[src/hw/rtl/dotp_pkg.sv]
// Shared types and constants for the DHCP option TLV parser.
// No dependencies; imported by dotp_walker and dhcp_option_tlv_parser.
`timescale 1ns / 1ps

package dotp_pkg;

   localparam int OPTIONS_BYTES_DEFAULT = 312;

   localparam int BYTE_W  = 8;
   localparam int TIME_W  = 32;

   localparam logic [BYTE_W-1:0] OPT_PAD       = 8'd0;
   localparam logic [BYTE_W-1:0] OPT_END       = 8'd255;
   localparam logic [BYTE_W-1:0] OPT_LEASE     = 8'd51;
   localparam logic [BYTE_W-1:0] OPT_RENEWAL   = 8'd58;
   localparam logic [BYTE_W-1:0] OPT_REBINDING = 8'd59;

   // Index of the final magic cookie byte within the field
   localparam int COOKIE_LAST = 3;

   typedef enum logic [2:0] {
      PH_COOKIE = 3'd0,
      PH_TYPE   = 3'd1,
      PH_LENGTH = 3'd2,
      PH_DATA0  = 3'd3,
      PH_DATA1  = 3'd4,
      PH_DATA2  = 3'd5,
      PH_DATA3  = 3'd6,
      PH_DONE   = 3'd7
   } phase_type;

   typedef struct packed {
      logic [TIME_W-1:0] lease_seconds;
      logic [TIME_W-1:0] renewal_seconds;
      logic [TIME_W-1:0] rebinding_seconds;
      logic              ended_by_marker;
      logic              cut_short;
   } result_type;

endpackage

[src/hw/rtl/dotp_walker.sv]
// Option walk state and stored lease/renewal/rebinding times.
// Depends on dotp_pkg; one byte is folded into the state per step.
`timescale 1ns / 1ps

module dotp_walker #(
   parameter int OPTIONS_BYTES = dotp_pkg::OPTIONS_BYTES_DEFAULT
) (
   input  logic                        clock,
   input  logic                        reset,
   input  logic                        step,
   input  logic [dotp_pkg::BYTE_W-1:0] opt_byte,
   input  logic                        last_byte,
   output dotp_pkg::result_type        result_in
);
   import dotp_pkg::*;

   localparam int POS_W = $clog2(OPTIONS_BYTES + 1);
   localparam logic [POS_W-1:0] POS_LIMIT = POS_W'(OPTIONS_BYTES);
   localparam logic [POS_W-1:0] POS_COOKIE_LAST = POS_W'(COOKIE_LAST);

   logic [POS_W-1:0]  pos_ff, pos_in;
   phase_type         phase_ff, phase_in;
   logic [BYTE_W-1:0] type_ff, type_in;
   logic [BYTE_W-1:0] left_ff, left_in;
   logic [TIME_W-1:0] acc_ff, acc_in;
   logic [TIME_W-1:0] lease_ff, lease_in;
   logic [TIME_W-1:0] renewal_ff, renewal_in;
   logic [TIME_W-1:0] rebind_ff, rebind_in;

   phase_type         phase_walk;
   logic              in_field;

   always_comb begin
      phase_walk = phase_ff;
      type_in    = type_ff;
      left_in    = left_ff;
      acc_in     = acc_ff;
      lease_in   = lease_ff;
      renewal_in = renewal_ff;
      rebind_in  = rebind_ff;
      pos_in     = pos_ff;
      in_field   = pos_ff < POS_LIMIT;

      if (step && in_field) begin
         pos_in = pos_ff + POS_W'(1);
         unique case (phase_ff)
            PH_COOKIE: begin
               if (pos_ff >= POS_COOKIE_LAST) phase_walk = PH_TYPE;
            end
            PH_TYPE: begin
               if (opt_byte == OPT_PAD || opt_byte == OPT_END) begin
                  phase_walk = PH_DONE;
               end else begin
                  type_in    = opt_byte;
                  phase_walk = PH_LENGTH;
               end
            end
            PH_LENGTH: begin
               left_in    = opt_byte;
               acc_in     = '0;
               phase_walk = (opt_byte == '0) ? PH_TYPE : PH_DATA0;
            end
            PH_DONE: begin
            end
            default: begin
               // data bytes: shift in, store on the fourth, skip the rest
               acc_in = {acc_ff[TIME_W-BYTE_W-1:0], opt_byte};
               unique case (phase_ff)
                  PH_DATA0: phase_walk = PH_DATA1;
                  PH_DATA1: phase_walk = PH_DATA2;
                  PH_DATA2: phase_walk = PH_DATA3;
                  default: begin
                     if (type_ff == OPT_LEASE)          lease_in   = acc_in;
                     else if (type_ff == OPT_RENEWAL)   renewal_in = acc_in;
                     else if (type_ff == OPT_REBINDING) rebind_in  = acc_in;
                     type_in    = '0;
                     phase_walk = PH_DATA0;
                  end
               endcase
               left_in = left_ff - BYTE_W'(1);
               if (left_in == '0) phase_walk = PH_TYPE;
            end
         endcase
      end

      result_in.lease_seconds     = lease_in;
      result_in.renewal_seconds   = renewal_in;
      result_in.rebinding_seconds = rebind_in;
      result_in.ended_by_marker   = (phase_walk == PH_DONE);
      result_in.cut_short         = (phase_walk == PH_LENGTH) || (phase_walk == PH_DATA0) ||
                                    (phase_walk == PH_DATA1) || (phase_walk == PH_DATA2) ||
                                    (phase_walk == PH_DATA3);

      phase_in = phase_walk;
      // packet end: drop the walk, keep the stored times
      if (step && last_byte) begin
         pos_in   = '0;
         phase_in = PH_COOKIE;
         type_in  = '0;
         left_in  = '0;
         acc_in   = '0;
      end
   end

   always_ff @(posedge clock) begin
      if (reset) begin
         pos_ff     <= '0;
         phase_ff   <= PH_COOKIE;
         type_ff    <= '0;
         left_ff    <= '0;
         acc_ff     <= '0;
         lease_ff   <= '0;
         renewal_ff <= '0;
         rebind_ff  <= '0;
      end else begin
         pos_ff     <= pos_in;
         phase_ff   <= phase_in;
         type_ff    <= type_in;
         left_ff    <= left_in;
         acc_ff     <= acc_in;
         lease_ff   <= lease_in;
         renewal_ff <= renewal_in;
         rebind_ff  <= rebind_in;
      end
   end

   a_data_has_bytes: assert property (@(posedge clock) disable iff (reset)
      (phase_ff == PH_DATA0 || phase_ff == PH_DATA1 || phase_ff == PH_DATA2 ||
       phase_ff == PH_DATA3) |-> left_ff != '0)
      else $error("data phase with no bytes left");

   a_packet_end_clears: assert property (@(posedge clock) disable iff (reset)
      (step && last_byte) |=> (phase_ff == PH_COOKIE && pos_ff == '0))
      else $error("walk not cleared after last byte");

   a_pos_bounded: assert property (@(posedge clock) disable iff (reset)
      pos_ff <= POS_LIMIT)
      else $error("byte position beyond field limit");

   a_idle_holds_times: assert property (@(posedge clock) disable iff (reset)
      !step |=> $stable(lease_ff) && $stable(renewal_ff) && $stable(rebind_ff))
      else $error("stored time changed without a byte");

endmodule

[src/hw/rtl/dhcp_option_tlv_parser.sv]
// A transfer on req_ passes the input register, then the result register, before its result shows on rsp_.
// Throughput: one options byte per cycle while req_stall is low; the walker folds each byte in a single short step.
// A last byte waits in the input register only while a finished result is still stalled.
// Reset (synchronous, active high) clears the walk and sets all three stored times to zero.
// Depends on dotp_pkg and dotp_walker.
`timescale 1ns / 1ps

module dhcp_option_tlv_parser #(
   parameter int OPTIONS_BYTES = dotp_pkg::OPTIONS_BYTES_DEFAULT
) (
   input  logic                        clock,
   input  logic                        reset,
   // byte stream in
   input  logic                        req_valid,
   output logic                        req_stall,
   input  logic [dotp_pkg::BYTE_W-1:0] req_opt_byte,
   input  logic                        req_last_byte,
   // one result per packet
   output logic                        rsp_valid,
   input  logic                        rsp_stall,
   output logic [dotp_pkg::TIME_W-1:0] rsp_lease_seconds,
   output logic [dotp_pkg::TIME_W-1:0] rsp_renewal_seconds,
   output logic [dotp_pkg::TIME_W-1:0] rsp_rebinding_seconds,
   output logic                        rsp_ended_by_marker,
   output logic                        rsp_cut_short
);
   import dotp_pkg::*;

   // input register
   logic              in_valid_ff, in_valid_in;
   logic [BYTE_W-1:0] in_byte_ff;
   logic              in_last_ff;

   // result register
   logic              out_valid_ff, out_valid_in;
   result_type        out_ff;
   result_type        result_in;

   logic              out_free;
   logic              advance;
   logic              req_take;

   // The result slot is free if empty or being drained this cycle.
   // Only a last byte needs that slot, so other bytes never wait.
   assign out_free  = !out_valid_ff || !rsp_stall;
   assign advance   = in_valid_ff && (!in_last_ff || out_free);
   assign req_stall = in_valid_ff && !advance;
   assign req_take  = req_valid && !req_stall;

   dotp_walker #(
      .OPTIONS_BYTES (OPTIONS_BYTES)
   ) u_walker (
      .clock     (clock),
      .reset     (reset),
      .step      (advance),
      .opt_byte  (in_byte_ff),
      .last_byte (in_last_ff),
      .result_in (result_in)
   );

   always_comb begin
      // refill the input register whenever it moves on or is empty
      in_valid_in = req_stall ? in_valid_ff : req_valid;

      // load a result on a last byte, drop it once taken, else hold
      if (advance && in_last_ff) begin
         out_valid_in = 1'b1;
      end else if (!rsp_stall) begin
         out_valid_in = 1'b0;
      end else begin
         out_valid_in = out_valid_ff;
      end
   end

   always_ff @(posedge clock) begin
      if (reset) begin
         in_valid_ff  <= 1'b0;
         out_valid_ff <= 1'b0;
      end else begin
         in_valid_ff  <= in_valid_in;
         out_valid_ff <= out_valid_in;
      end
   end

   // payload registers: no reset needed
   always_ff @(posedge clock) begin
      if (req_take) begin
         in_byte_ff <= req_opt_byte;
         in_last_ff <= req_last_byte;
      end
      if (advance && in_last_ff) begin
         out_ff <= result_in;
      end
   end

   assign rsp_valid             = out_valid_ff;
   assign rsp_lease_seconds     = out_ff.lease_seconds;
   assign rsp_renewal_seconds   = out_ff.renewal_seconds;
   assign rsp_rebinding_seconds = out_ff.rebinding_seconds;
   assign rsp_ended_by_marker   = out_ff.ended_by_marker;
   assign rsp_cut_short         = out_ff.cut_short;

   a_no_overwrite: assert property (@(posedge clock) disable iff (reset)
      (out_valid_ff && rsp_stall) |-> !(advance && in_last_ff))
      else $error("stalled result overwritten");

   a_result_only_on_last: assert property (@(posedge clock) disable iff (reset)
      (!out_valid_ff && out_valid_in) |-> (advance && in_last_ff))
      else $error("result raised without a last byte");

   a_plain_byte_flows: assert property (@(posedge clock) disable iff (reset)
      (in_valid_ff && !in_last_ff) |-> !req_stall)
      else $error("non-last byte held in input register");

endmodule
[config.mk]
export PLATFORM = sky130hd
export DESIGN_NAME = dhcp_option_tlv_parser
export DESIGN_NICKNAME = d
export VERILOG_FILES = /design/src/hw/rtl/dotp_pkg.sv /design/src/hw/rtl/dotp_walker.sv /design/src/hw/rtl/dhcp_option_tlv_parser.sv
export SDC_FILE = /design/constraint.sdc
export NUM_CORES = 1
export LEC_CHECK = 0
export ABC_AREA = 1
export BUFFER_PORTS_ARGS = -buffer_cell sky130_fd_sc_hd__buf_2
export CAP_MARGIN = 20
export CORE_AREA = 2 2 130 132
export DETAILED_ROUTE_END_ITERATION = 16
export DIE_AREA = 0 0 132 134
export PLACE_DENSITY = 0.86
export SLEW_MARGIN = 20
export SYNTH_ARGS = -nofsm -noshare
export SYNTH_HDL_FRONTEND = slang
export SYNTH_SLANG_ARGS = --single-unit
[constraint.sdc]
create_clock -name clock -period 7.8 [get_ports clock]
set_input_delay 0.39 -clock clock [delete_from_list [all_inputs] [get_ports clock]]
set_output_delay 0.39 -clock clock [all_outputs]
set_load 0.005 [all_outputs]
**Word level (Yosys, flattened, before mapping)**

Index checks and enable logic that the tools add are counted.

- Bits in writable memories: 0
- Logic and storage cells: 98
- Latch bits: 0
- Register bits after elaboration: 257
- Bits of input ports: 13
- Memory bits (read-only): 0
- Memories kept: 0

- $mul: 0
- Divide/modulo/power cells: 0
- Eq/ne operators: 19
- Add/sub/neg operators: 2
- Shift-type cells: 0
- Bitwise logic cells: 2
- Magnitude comparators: 2
- Reductions and logical operators: 27
- Multiplexer cells: 29

Operator list:

| kind | number |
|---|---|
| $mux 32 | 15 |
| $pmux 24 s2 | 1 |
| $pmux 8 s2 | 2 |
| $eq 8x6->1 const B | 3 |
| $eq 3x3->1 const B | 7 |
| $logic_not 8->1 | 2 |
| $mux 8 | 2 |
| $eq 3x2->1 const B | 4 |
| $mux 3 | 4 |
| $pmux 3 s4 | 1 |
| $add 9x1->9 const B | 1 |
| $ge 9x2->1 const B | 1 |
| $lt 9x9->1 const B | 1 |
| $pmux 3 s3 | 1 |
| $reduce_or 3->1 | 3 |
| $eq 8x8->1 const B | 1 |
| $sub 8x1->8 const B | 1 |
| $logic_or 1x1->1 | 7 |
| $logic_and 1x1->1 | 5 |
| $logic_not 1->1 | 5 |
| $ne 2x1->1 const B | 2 |
| $reduce_and 4->1 | 1 |
| $reduce_or 4->1 | 1 |
| $eq 3x1->1 const B | 1 |
| 7 further kinds | 9 |

**Longest topological paths before layout**

Gate-level depths: netlist of the first run.

- Depth in word-level cells: 11
- Depth in mapped cells: 16
- Gate-level depth less buffers: 16

**By module**

From an unflattened synthesis of the first run, not the netlist that was laid out.

- Cell total of the unflattened synthesis: 1034
- Area, all modules: 9804.4 um^2

Modules (own cells, without submodules):

| module | times used | sequential area each (um^2) | cells each | area an instance (um^2) |
|---|---|---|---|---|
| dotp_walker | 1 | 2962.8 | 908 | 6481.2 |
| dhcp_option_tlv_parser | 1 | 3253.1 | 126 | 3323.2 |

**Least setup slack after synthesis of the first run**

OpenSTA, ideal clock, no wires.

- Path type: input-to-reg
- Start: input rsp_stall
- End: register out_ff, in the netlist rsp_cut_short, enable pin
- Setup slack: 4.729 ns
- Arrival time: 2.619 ns
- Stages: 7
- Required time: 7.348 ns
- Cells stage by stage: nand2_1 > inv_1 > nand2_1 > nand2_1 > inv_1 > nand2_1 > inv_1

- Longest elaborated chain between the ends: 5

RTL lines:

| item | RTL line | text |
|---|---|---|
| start, declared | dhcp_option_tlv_parser.sv:20 | `input logic rsp_stall,` |
| $logic_not 1->1 | - |  |
| $logic_or 1x1->1 | dhcp_option_tlv_parser.sv:45 | `assign out_free = !out_valid_ff \|\| !rsp_stall;` |
| $logic_or 1x1->1 | dhcp_option_tlv_parser.sv:46 | `assign advance = in_valid_ff && (!in_last_ff \|\| out_free);` |
| $logic_and 1x1->1 | dhcp_option_tlv_parser.sv:46 |  |
| $logic_and 1x1->1 | dhcp_option_tlv_parser.sv:91 | `if (advance && in_last_ff) begin` |
| end signal, assigned | dhcp_option_tlv_parser.sv:92 | `out_ff <= result_in;` |
| end, declared | dhcp_option_tlv_parser.sv:36 | `result_type out_ff;` |

No other way between the ends.
A chain may end at the register's enable or synchronous reset.

**Worst setup path after layout of the first run**

- Start: register in_last_ff
- End: register u_walker.rebind_ff[14]

- Longest elaborated chain between the ends: 5

RTL lines:

| item | RTL line | text |
|---|---|---|
| start, declared | dhcp_option_tlv_parser.sv:32 | `logic in_last_ff;` |
| start signal, assigned | dhcp_option_tlv_parser.sv:89 | `in_last_ff <= req_last_byte;` |
| $logic_not 1->1 | dhcp_option_tlv_parser.sv:46 |  |
| $logic_or 1x1->1 | dhcp_option_tlv_parser.sv:46 |  |
| $logic_and 1x1->1 | dhcp_option_tlv_parser.sv:46 |  |
| $logic_and 1x1->1 | dotp_walker.sv:44 | `if (step && in_field) begin` |
| $mux 32 | dotp_walker.sv:44 |  |
| end signal, assigned | dotp_walker.sv:123 | `rebind_ff <= rebind_in;` |
| end, declared | dotp_walker.sv:28 | `logic [TIME_W-1:0] rebind_ff, rebind_in;` |

No other way between the ends.

==> results of run 1 <==
worst register-to-register path, cell delays in order (launching register included):
cell and delay [ps]:
sky130_fd_sc_hd__edfxtp_1 410, sky130_fd_sc_hd__nand2_1 90, sky130_fd_sc_hd__nand2_1 50, sky130_fd_sc_hd__inv_1 80, sky130_fd_sc_hd__nand2_2 150, sky130_fd_sc_hd__inv_2 480
sky130_fd_sc_hd__nand2_2 590, sky130_fd_sc_hd__inv_2 700, sky130_fd_sc_hd__nand2_1 170, sky130_fd_sc_hd__a21oi_1 210
Yosys cell counts (all sizes together):
cell	number
nand2	342
dfxtp	150
inv	110
a21oi	107
edfxtp	107
nor2	74
o21ai	54
nand3	38
buf	30
clkbuf	19
nor3	9
nand4	5
a31oi	3
ha	3
nor4	2
or2	2
a221oi	1
o21a	1
xor2	1
registers in the layout, indices dropped and copies added (netlist names), 9 cells and up:
register,flops
u_walker.lease_ff,32
u_walker.rebind_ff,32
u_walker.renewal_ff,32
u_walker.pos_ff,9
rsp_renewal_seconds,32
rsp_lease_seconds,32
u_walker.acc_ff,24
rsp_rebinding_seconds,32
cells in the final DEF, fill, tap and decap left out, drive strengths merged, types with 6 or more instances in the layout:
cell type  instances
clkbuf            35
clkinv             6
edfxtp           107
o21ai             54
dfxtp            150
nand2            342
nor2              74
nand3             38
buf              115
nor3               9
inv              111
a21oi            107
how the worst min path moves through the flow:
stage	slack (ps)	cells after the start	startpoint	to
3_3_place_gp	460	2	u_walker.rebind_ff[14]$_SDFF_PP0_	u_walker.rebind_ff[14]$_SDFF_PP0_
5_1_grt	30	1	req_opt_byte[2]	in_byte_ff[2]$_DFFE_PP_
2_1_floorplan	450	2	u_walker.pos_ff[8]$_SDFFE_PP0P_	u_walker.pos_ff[8]$_SDFFE_PP0P_
3_5_place_dp	460	2	u_walker.rebind_ff[19]$_SDFF_PP0_	u_walker.rebind_ff[19]$_SDFF_PP0_
6_report	40	1	req_opt_byte[3]	in_byte_ff[3]$_DFFE_PP_
4_1_cts	30	1	req_opt_byte[2]	in_byte_ff[2]$_DFFE_PP_
metal layers:
metal | up-vias | wire [µm] | GRT usage [%]
met2 | 247 | 10000 | 39.0
met4 | 0 | 529 | 8.76
met5 | - | 0 | 0
met3 | 44 | 1330 | 3.93
li1 | 3596 | - | -
met1 | 3369 | 8870 | 30.7
power by group through the flow:
| stage | Clock [mW] | Combinational, mW | Sequential [mW] |
|---|---|---|---|
| after global placement | 0 | 0.0976 | 1.47 |
| final | 1.18 | 0.100 | 1.44 |
| after CTS | 1.19 | 0.100 | 1.44 |
| after detailed placement | 0 | 0.0995 | 1.47 |
| after global routing | 1.24 | 0.114 | 1.44 |
| after floorplan | 0 | 0.0727 | 1.46 |
per-stage QoR:
stage | cell area (µm²) | setup WS, ps | power (mW)
5_1_grt | 11300 | 4470 | 2.79
6_report | 11300 | 4790 | 2.72
2_1_floorplan | 9960 | 4730 | 1.53
3_3_place_gp | 10500 | 4760 | 1.56
4_1_cts | 11300 | 4810 | 2.73
3_5_place_dp | 10500 | 4690 | 1.57
cell families after synthesis:
family                   synth area share [%]
AO/OA/AOI/OAI                            9.69
XOR/XNOR                               0.0880
adder cells (fa/ha/maj)                 0.377
buffers and inverters                    7.12
flip-flops                               62.4
AND/OR/NAND/NOR                          20.3
area by class of cell:
type                    instances  area (µm²)  area share, %
inverters                     110         418           3.69
repair buffers                115         586           5.17
well taps                     220         275           2.43
flip-flops and latches        257        6220           54.9
multi-input cells             642        3030           26.8
clock buffers                  35         663           5.85
clock inverters                11         135           1.19
==> flow_summary.yaml, run 1 <==
worst_setup_path:
  cp_slowest_cell: "sky130_fd_sc_hd__inv_2"
  worst-setup-path-type: "reg2reg"
  critical_path_buf_inv_count: 3
  regToRegEndpoint: "u_walker.rebind_ff[14]$_SDFF_PP0_"
  crit_start_category: "flip-flop"
  endpoint_kind: "flip-flop"
  rr_worst_depth: 9
  timing.critical_path.to: "u_walker.rebind_ff[14]$_SDFF_PP0_"
  timing.critical_path.slowest_cell_delay_ps: 690
  path_cells: "nand2_1 > nand2_1 > inv_1 > nand2_2 > inv_2 > nand2_2 > inv_2 > nand2_1 > a21oi_1"
  rrSetupSlack_ps: 4790
  critical_path.most_common_cell: "sky130_fd_sc_hd__nand2_1"
  critPathRequiredTime_ps: 8230
  cp.depth: 9
  cell_family_with_the_largest_share_of_critical_path_delay: "buffers and inverters"
  cp.arrival_ps: 3440
  worst-path-max-fanout: 34
  launch_point_of_the_worst_reg_to_reg_path: "in_last_ff$_DFFE_PP_"
  crit_start: "in_last_ff$_DFFE_PP_"
clocking:
  clockRootBuffer: "sky130_fd_sc_hd__clkbuf_16"
  cts_buffers: 25
  h-tree-depth: 1
  cts_hold_repair.buffers: 0
  cts_buffer_depth: 3
  clk_pin_slew_worst_paths_ps: 60
  postCtsResizedCells: 0
  post_cts_buffers: 0
  numClockSinks: 257
  insertion_delay_to_the_later_sink_of_the_worst_skew_pair_ps: 520
  tritoncts: "yes"
power:
  clockPowerShare_pct: 43.5
  internal-power_mw: 2.14
  switchingPower_mw: 0.578
  switching_fraction_pct: 21.3
  p_seq_share_pct: 52.8
  p_leak_nw: 5.01
  power.density_nw_per_um2: 240
  max-vdd-ir-drop_uv: 138
  combPwrFrac_pct: 3.7
cells_and_area:
  postLayoutCoreUtil_pct: 69.5
  num-fill-cells: 1169
  share_of_final_layout_standard_cells_stronger_than_drive_strength_1_pct: 19.9
  antenna_cells_inserted: 0
  finalNetCount: 1167
  syn_to_final_growth_pct: 13.7
  count_of_placed_standard_cells_in_the_final_layout_fillers_left_out: 1390
routing:
  drcViolationCount: 0
  drt_iter0_markers: 554
  vias: 7256
  drt_first_pass_iters: 5
  detail-route-antenna-nets: 0
  routed_wire_length_per_instance_um: 14.9
  wl_um: 20700
  vias_per_cell: 5.22
floorplan:
  chipHeight_um: 134
  initial_core_util_pct: 61.1
  num_io_pins: 113
  number_of_placement_rows: 47
  design.core.area_um2: 16300
  design.die.area_um2: 17700
  die_span_in_x_um: 132
timing:
  achievable-frequency_mhz: 332
  hold_viol_final: 0
  setup_violations: 0
  slew_viol_final: 0
  whs_ps: 39.0
  timing.clock.skew_ps: 12.0
  timing.setup.tns_ps: 0
  grt_setup_unrepaired: "false"
  max_slew_margin_pct: 38.5
  timing.final.crit_share_pct: 38.6
  worstMarginPinSlew_ps: 920
  finalWorstPathRequiredPeriod_ps: 3010
grt:
  grt_max_degree: 65
  grt_first_pass_wirelength_um: 33400
  number_of_antenna_violations_at_the_first_check_in_global_routing: 0
  first_global_vias: 6919
  grt.total_usage_pct: 23.3
  gr-total-overflow: 0
yosys:
  cell_type_with_the_largest_total_area_after_synthesis: "sky130_fd_sc_hd__edfxtp_1"
  synth-warning-count: 0
  yosys_register_bits: 257
  synthesis.area_um2: 9960
  synth_nets: 1074
  synth.top_cells.by_area: "sky130_fd_sc_hd__edfxtp_1 (32%), sky130_fd_sc_hd__dfxtp_1 (30%), sky130_fd_sc_hd__nand2_1 (12%)"
  post_synth.cell_area_avg_um2: 9.41
  postSynthCellCount: 1058
  synth_cell_types: 35
  synth-seq-area-share_pct: 62.4
  synth_top_area_share_pct: 32.3
status:
  status: "finished, final reports clean"
job:
  max_cap_viol_count: 0
placement:
  placed_cells_incl_taps: 1344
  dp.final_hpwl_um: 12500
  place.port_buffers: 112
  finalWeightedCongestion: 0.824
min_path:
  hold_path.class: "in2reg"
(Power assumes the default switching activity.)
==> run 2: changes to the inputs <==
--- a/config.mk
+++ b/config.mk
@@ -8,10 +8,10 @@
 export ABC_AREA = 1
 export BUFFER_PORTS_ARGS = -buffer_cell sky130_fd_sc_hd__buf_2
 export CAP_MARGIN = 20
-export CORE_AREA = 2 2 130 132
+export CORE_AREA = 2 2 135 137
 export DETAILED_ROUTE_END_ITERATION = 16
-export DIE_AREA = 0 0 132 134
-export PLACE_DENSITY = 0.86
+export DIE_AREA = 0 0 137 139
+export PLACE_DENSITY = 0.81
 export SLEW_MARGIN = 20
 export SYNTH_ARGS = -nofsm -noshare
 export SYNTH_HDL_FRONTEND = slang
==> constraint.sdc (replaced) <==
create_clock -name clock -period 3.05 [get_ports clock]
set_input_delay 0.1525 -clock clock [delete_from_list [all_inputs] [get_ports clock]]
set_output_delay 0.1525 -clock clock [all_outputs]
set_load 0.005 [all_outputs]
==> run 2 against run 1 <==
Die area rose by 7.7%. Design area rose by 2.9%. Clock power rose to 2.8 times the previous value. Clock-buffer cell count rose by 9. Flip-flop and latch count did not move. Largest cell class unchanged. Highest routed layer unchanged.
==> flow_summary.yaml, run 2 (synthesis gave the netlist of run 1 again) <==
routing:
  wl_um: 21300
  vias_per_cell: 5.19
  drt_first_pass_iters: 5
  drcViolationCount: 0
  vias: 7368
  routed_wire_length_per_instance_um: 15.0
  drt_iter0_markers: 536
  detail-route-antenna-nets: 0
floorplan:
  die_span_in_x_um: 137
  num_io_pins: 113
  initial_core_util_pct: 56.4
  chipHeight_um: 139
  design.core.area_um2: 17700
  design.die.area_um2: 19000
  number_of_placement_rows: 49
cells_and_area:
  num-fill-cells: 1336
  share_of_final_layout_standard_cells_stronger_than_drive_strength_1_pct: 20.8
  antenna_cells_inserted: 0
  final_cell_area_um2: 11700
  seq_area_um2: 6220
  most_common_cell_after_layout_fill_and_taps_aside: "sky130_fd_sc_hd__nand2_1"
  area_taken_by_multi_input_logic_gates_um2: 3030
  count_of_placed_standard_cells_in_the_final_layout_fillers_left_out: 1419
  layout_common_cells: "sky130_fd_sc_hd__nand2_1 (310), sky130_fd_sc_hd__dfxtp_1 (150), sky130_fd_sc_hd__buf_2 (111), sky130_fd_sc_hd__edfxtp_1 (107), sky130_fd_sc_hd__inv_1 (100)"
  syn_to_final_growth_pct: 17.0
  finalNetCount: 1186
min_path:
  holdPathStages: 2
  min-delay-start: "reset"
  worstHoldEndpoint: "u_walker.renewal_ff[1]$_SDFF_PP0_"
  hold_path.class: "in2reg"
timing:
  finalWorstPathRequiredPeriod_ps: 2310
  slew_viol_final: 0
  timing.final.crit_share_pct: 75.8
  worstMarginPinSlew_ps: 759
  timing.clock.skew_ps: 10.3
  setup_violations: 0
  timing.setup.tns_ps: 0
  hold_viol_final: 0
  max_slew_margin_pct: 49.0
  grt_setup_unrepaired: "false"
  achievable-frequency_mhz: 433
  whs_ps: 75.9
worst_setup_path:
  regToRegEndpoint: "rsp_rebinding_seconds[27]$_DFFE_PP_"
  crit_start_category: "flip-flop"
  rrSetupSlack_ps: 740
  endpoint_kind: "flip-flop"
  worst-setup-path-type: "reg2reg"
  rr_worst_depth: 9
  critPathRequiredTime_ps: 3440
  cp.arrival_ps: 2700
  worst-path-max-fanout: 34
  launch_point_of_the_worst_reg_to_reg_path: "in_last_ff$_DFFE_PP_"
clocking:
  cts_buffer_depth: 3
  clockRootBuffer: "sky130_fd_sc_hd__clkbuf_16"
  tritoncts: "yes"
  h-tree-depth: 1
  postCtsResizedCells: 0
  insertion_delay_to_the_later_sink_of_the_worst_skew_pair_ps: 520
  numClockSinks: 257
  cts_buffers: 26
  clk_pin_slew_worst_paths_ps: 60
job:
  max_cap_viol_count: 0
grt:
  number_of_antenna_violations_at_the_first_check_in_global_routing: 0
  grt.total_usage_pct: 22.2
  first_global_vias: 7056
  grt_first_pass_wirelength_um: 34100
  grt_max_degree: 59
  gr-total-overflow: 0
power:
  clockPowerShare_pct: 45.8
  p_seq_share_pct: 50.4
  switchingPower_mw: 1.52
  internal-power_mw: 5.77
  power.density_nw_per_um2: 626
  p_leak_nw: 5.17
  combPwrFrac_pct: 3.8
  max-vdd-ir-drop_uv: 432
  switching_fraction_pct: 20.9
placement:
  dp.final_hpwl_um: 13100
  dpl-instance-area_um2: 10600
  finalWeightedCongestion: 0.917
  placed_cells_incl_taps: 1360
  place.port_buffers: 112
status:
  status: "finished, final reports clean"
## run 2: cell count changes in the layout (fill, tap and decap cells not counted), sizes merged
cell         delta
dlygate4sd3    +11
clkbuf          +9
buf             +7
clkinv          -4
bufinv          -2
clkinvlp        -1
## run 2: worst max-delay path by stage
stage | from | end | slack [ps]
after floorplan | in_last_ff$_DFFE_PP_ | rsp_cut_short$_DFFE_PP_ | 50
after global placement | u_walker.pos_ff[3]$_SDFFE_PP0P_ | rsp_renewal_seconds[14]$_DFFE_PP_ | 860
after CTS | in_last_ff$_DFFE_PP_ | rsp_rebinding_seconds[27]$_DFFE_PP_ | 750
after detailed placement | u_walker.pos_ff[3]$_SDFFE_PP0P_ | rsp_renewal_seconds[17]$_DFFE_PP_ | 770
after global routing | in_last_ff$_DFFE_PP_ | u_walker.rebind_ff[28]$_SDFF_PP0_ | 460
final | in_last_ff$_DFFE_PP_ | rsp_rebinding_seconds[27]$_DFFE_PP_ | 740
## run 2: area by class of cell
cell class	count	area share [%]
clock buffer	44	7.57
clock inverter	4	0.472
inverter	110	3.59
multi-input combinational	642	26.0
sequential	257	53.3
tap	229	2.46
timing repair buffer	133	6.53
## run 2: power by group through the flow
stage | registers, mW | logic [mW] | clock network [mW]
2_1_floorplan | 3.73 | 0.186 | 0
3_3_place_gp | 3.75 | 0.254 | 0
3_5_place_dp | 3.75 | 0.261 | 0
4_1_cts | 3.67 | 0.274 | 3.37
5_1_grt | 3.68 | 0.312 | 3.52
6_report | 3.67 | 0.276 | 3.34
## run 2: timing repair
action,in CTS,in global routing
hold buffers,11,0
endpoints found under the hold margin,11,0
setup buffers,0,0
setup endpoints to repair,0,0
## run 2: per-layer routing
| metal | GRT usage [%] | wire [µm] |
|---|---|---|
| met1 | 29.6 | 8950 |
| met2 | 37.1 | 10300 |
| met3 | 3.29 | 1490 |
| met4 | 7.65 | 552 |
| met5 | 0 | 0 |
## run 2: through the flow
step | utilization [%] | setup WS (ps) | total power, mW
floorplan | - | 52.7 | 3.92
global placement | 60.1 | 860 | 4.00
detailed placement | 60.1 | 772 | 4.01
CTS | 66.0 | 754 | 7.32
global route | 66.0 | 455 | 7.51
finish | 66.0 | 738 | 7.29
## run 2: worst max-delay path: stages (launching register included)
cell	delay (ps)
sky130_fd_sc_hd__edfxtp_1	410
sky130_fd_sc_hd__nand2_1	90
sky130_fd_sc_hd__nand2_1	50
sky130_fd_sc_hd__inv_1	80
sky130_fd_sc_hd__nand2_2	150
sky130_fd_sc_hd__inv_2	470
sky130_fd_sc_hd__nand2_2	120
sky130_fd_sc_hd__inv_2	470
sky130_fd_sc_hd__nand2_1	200
sky130_fd_sc_hd__nand2_1	110
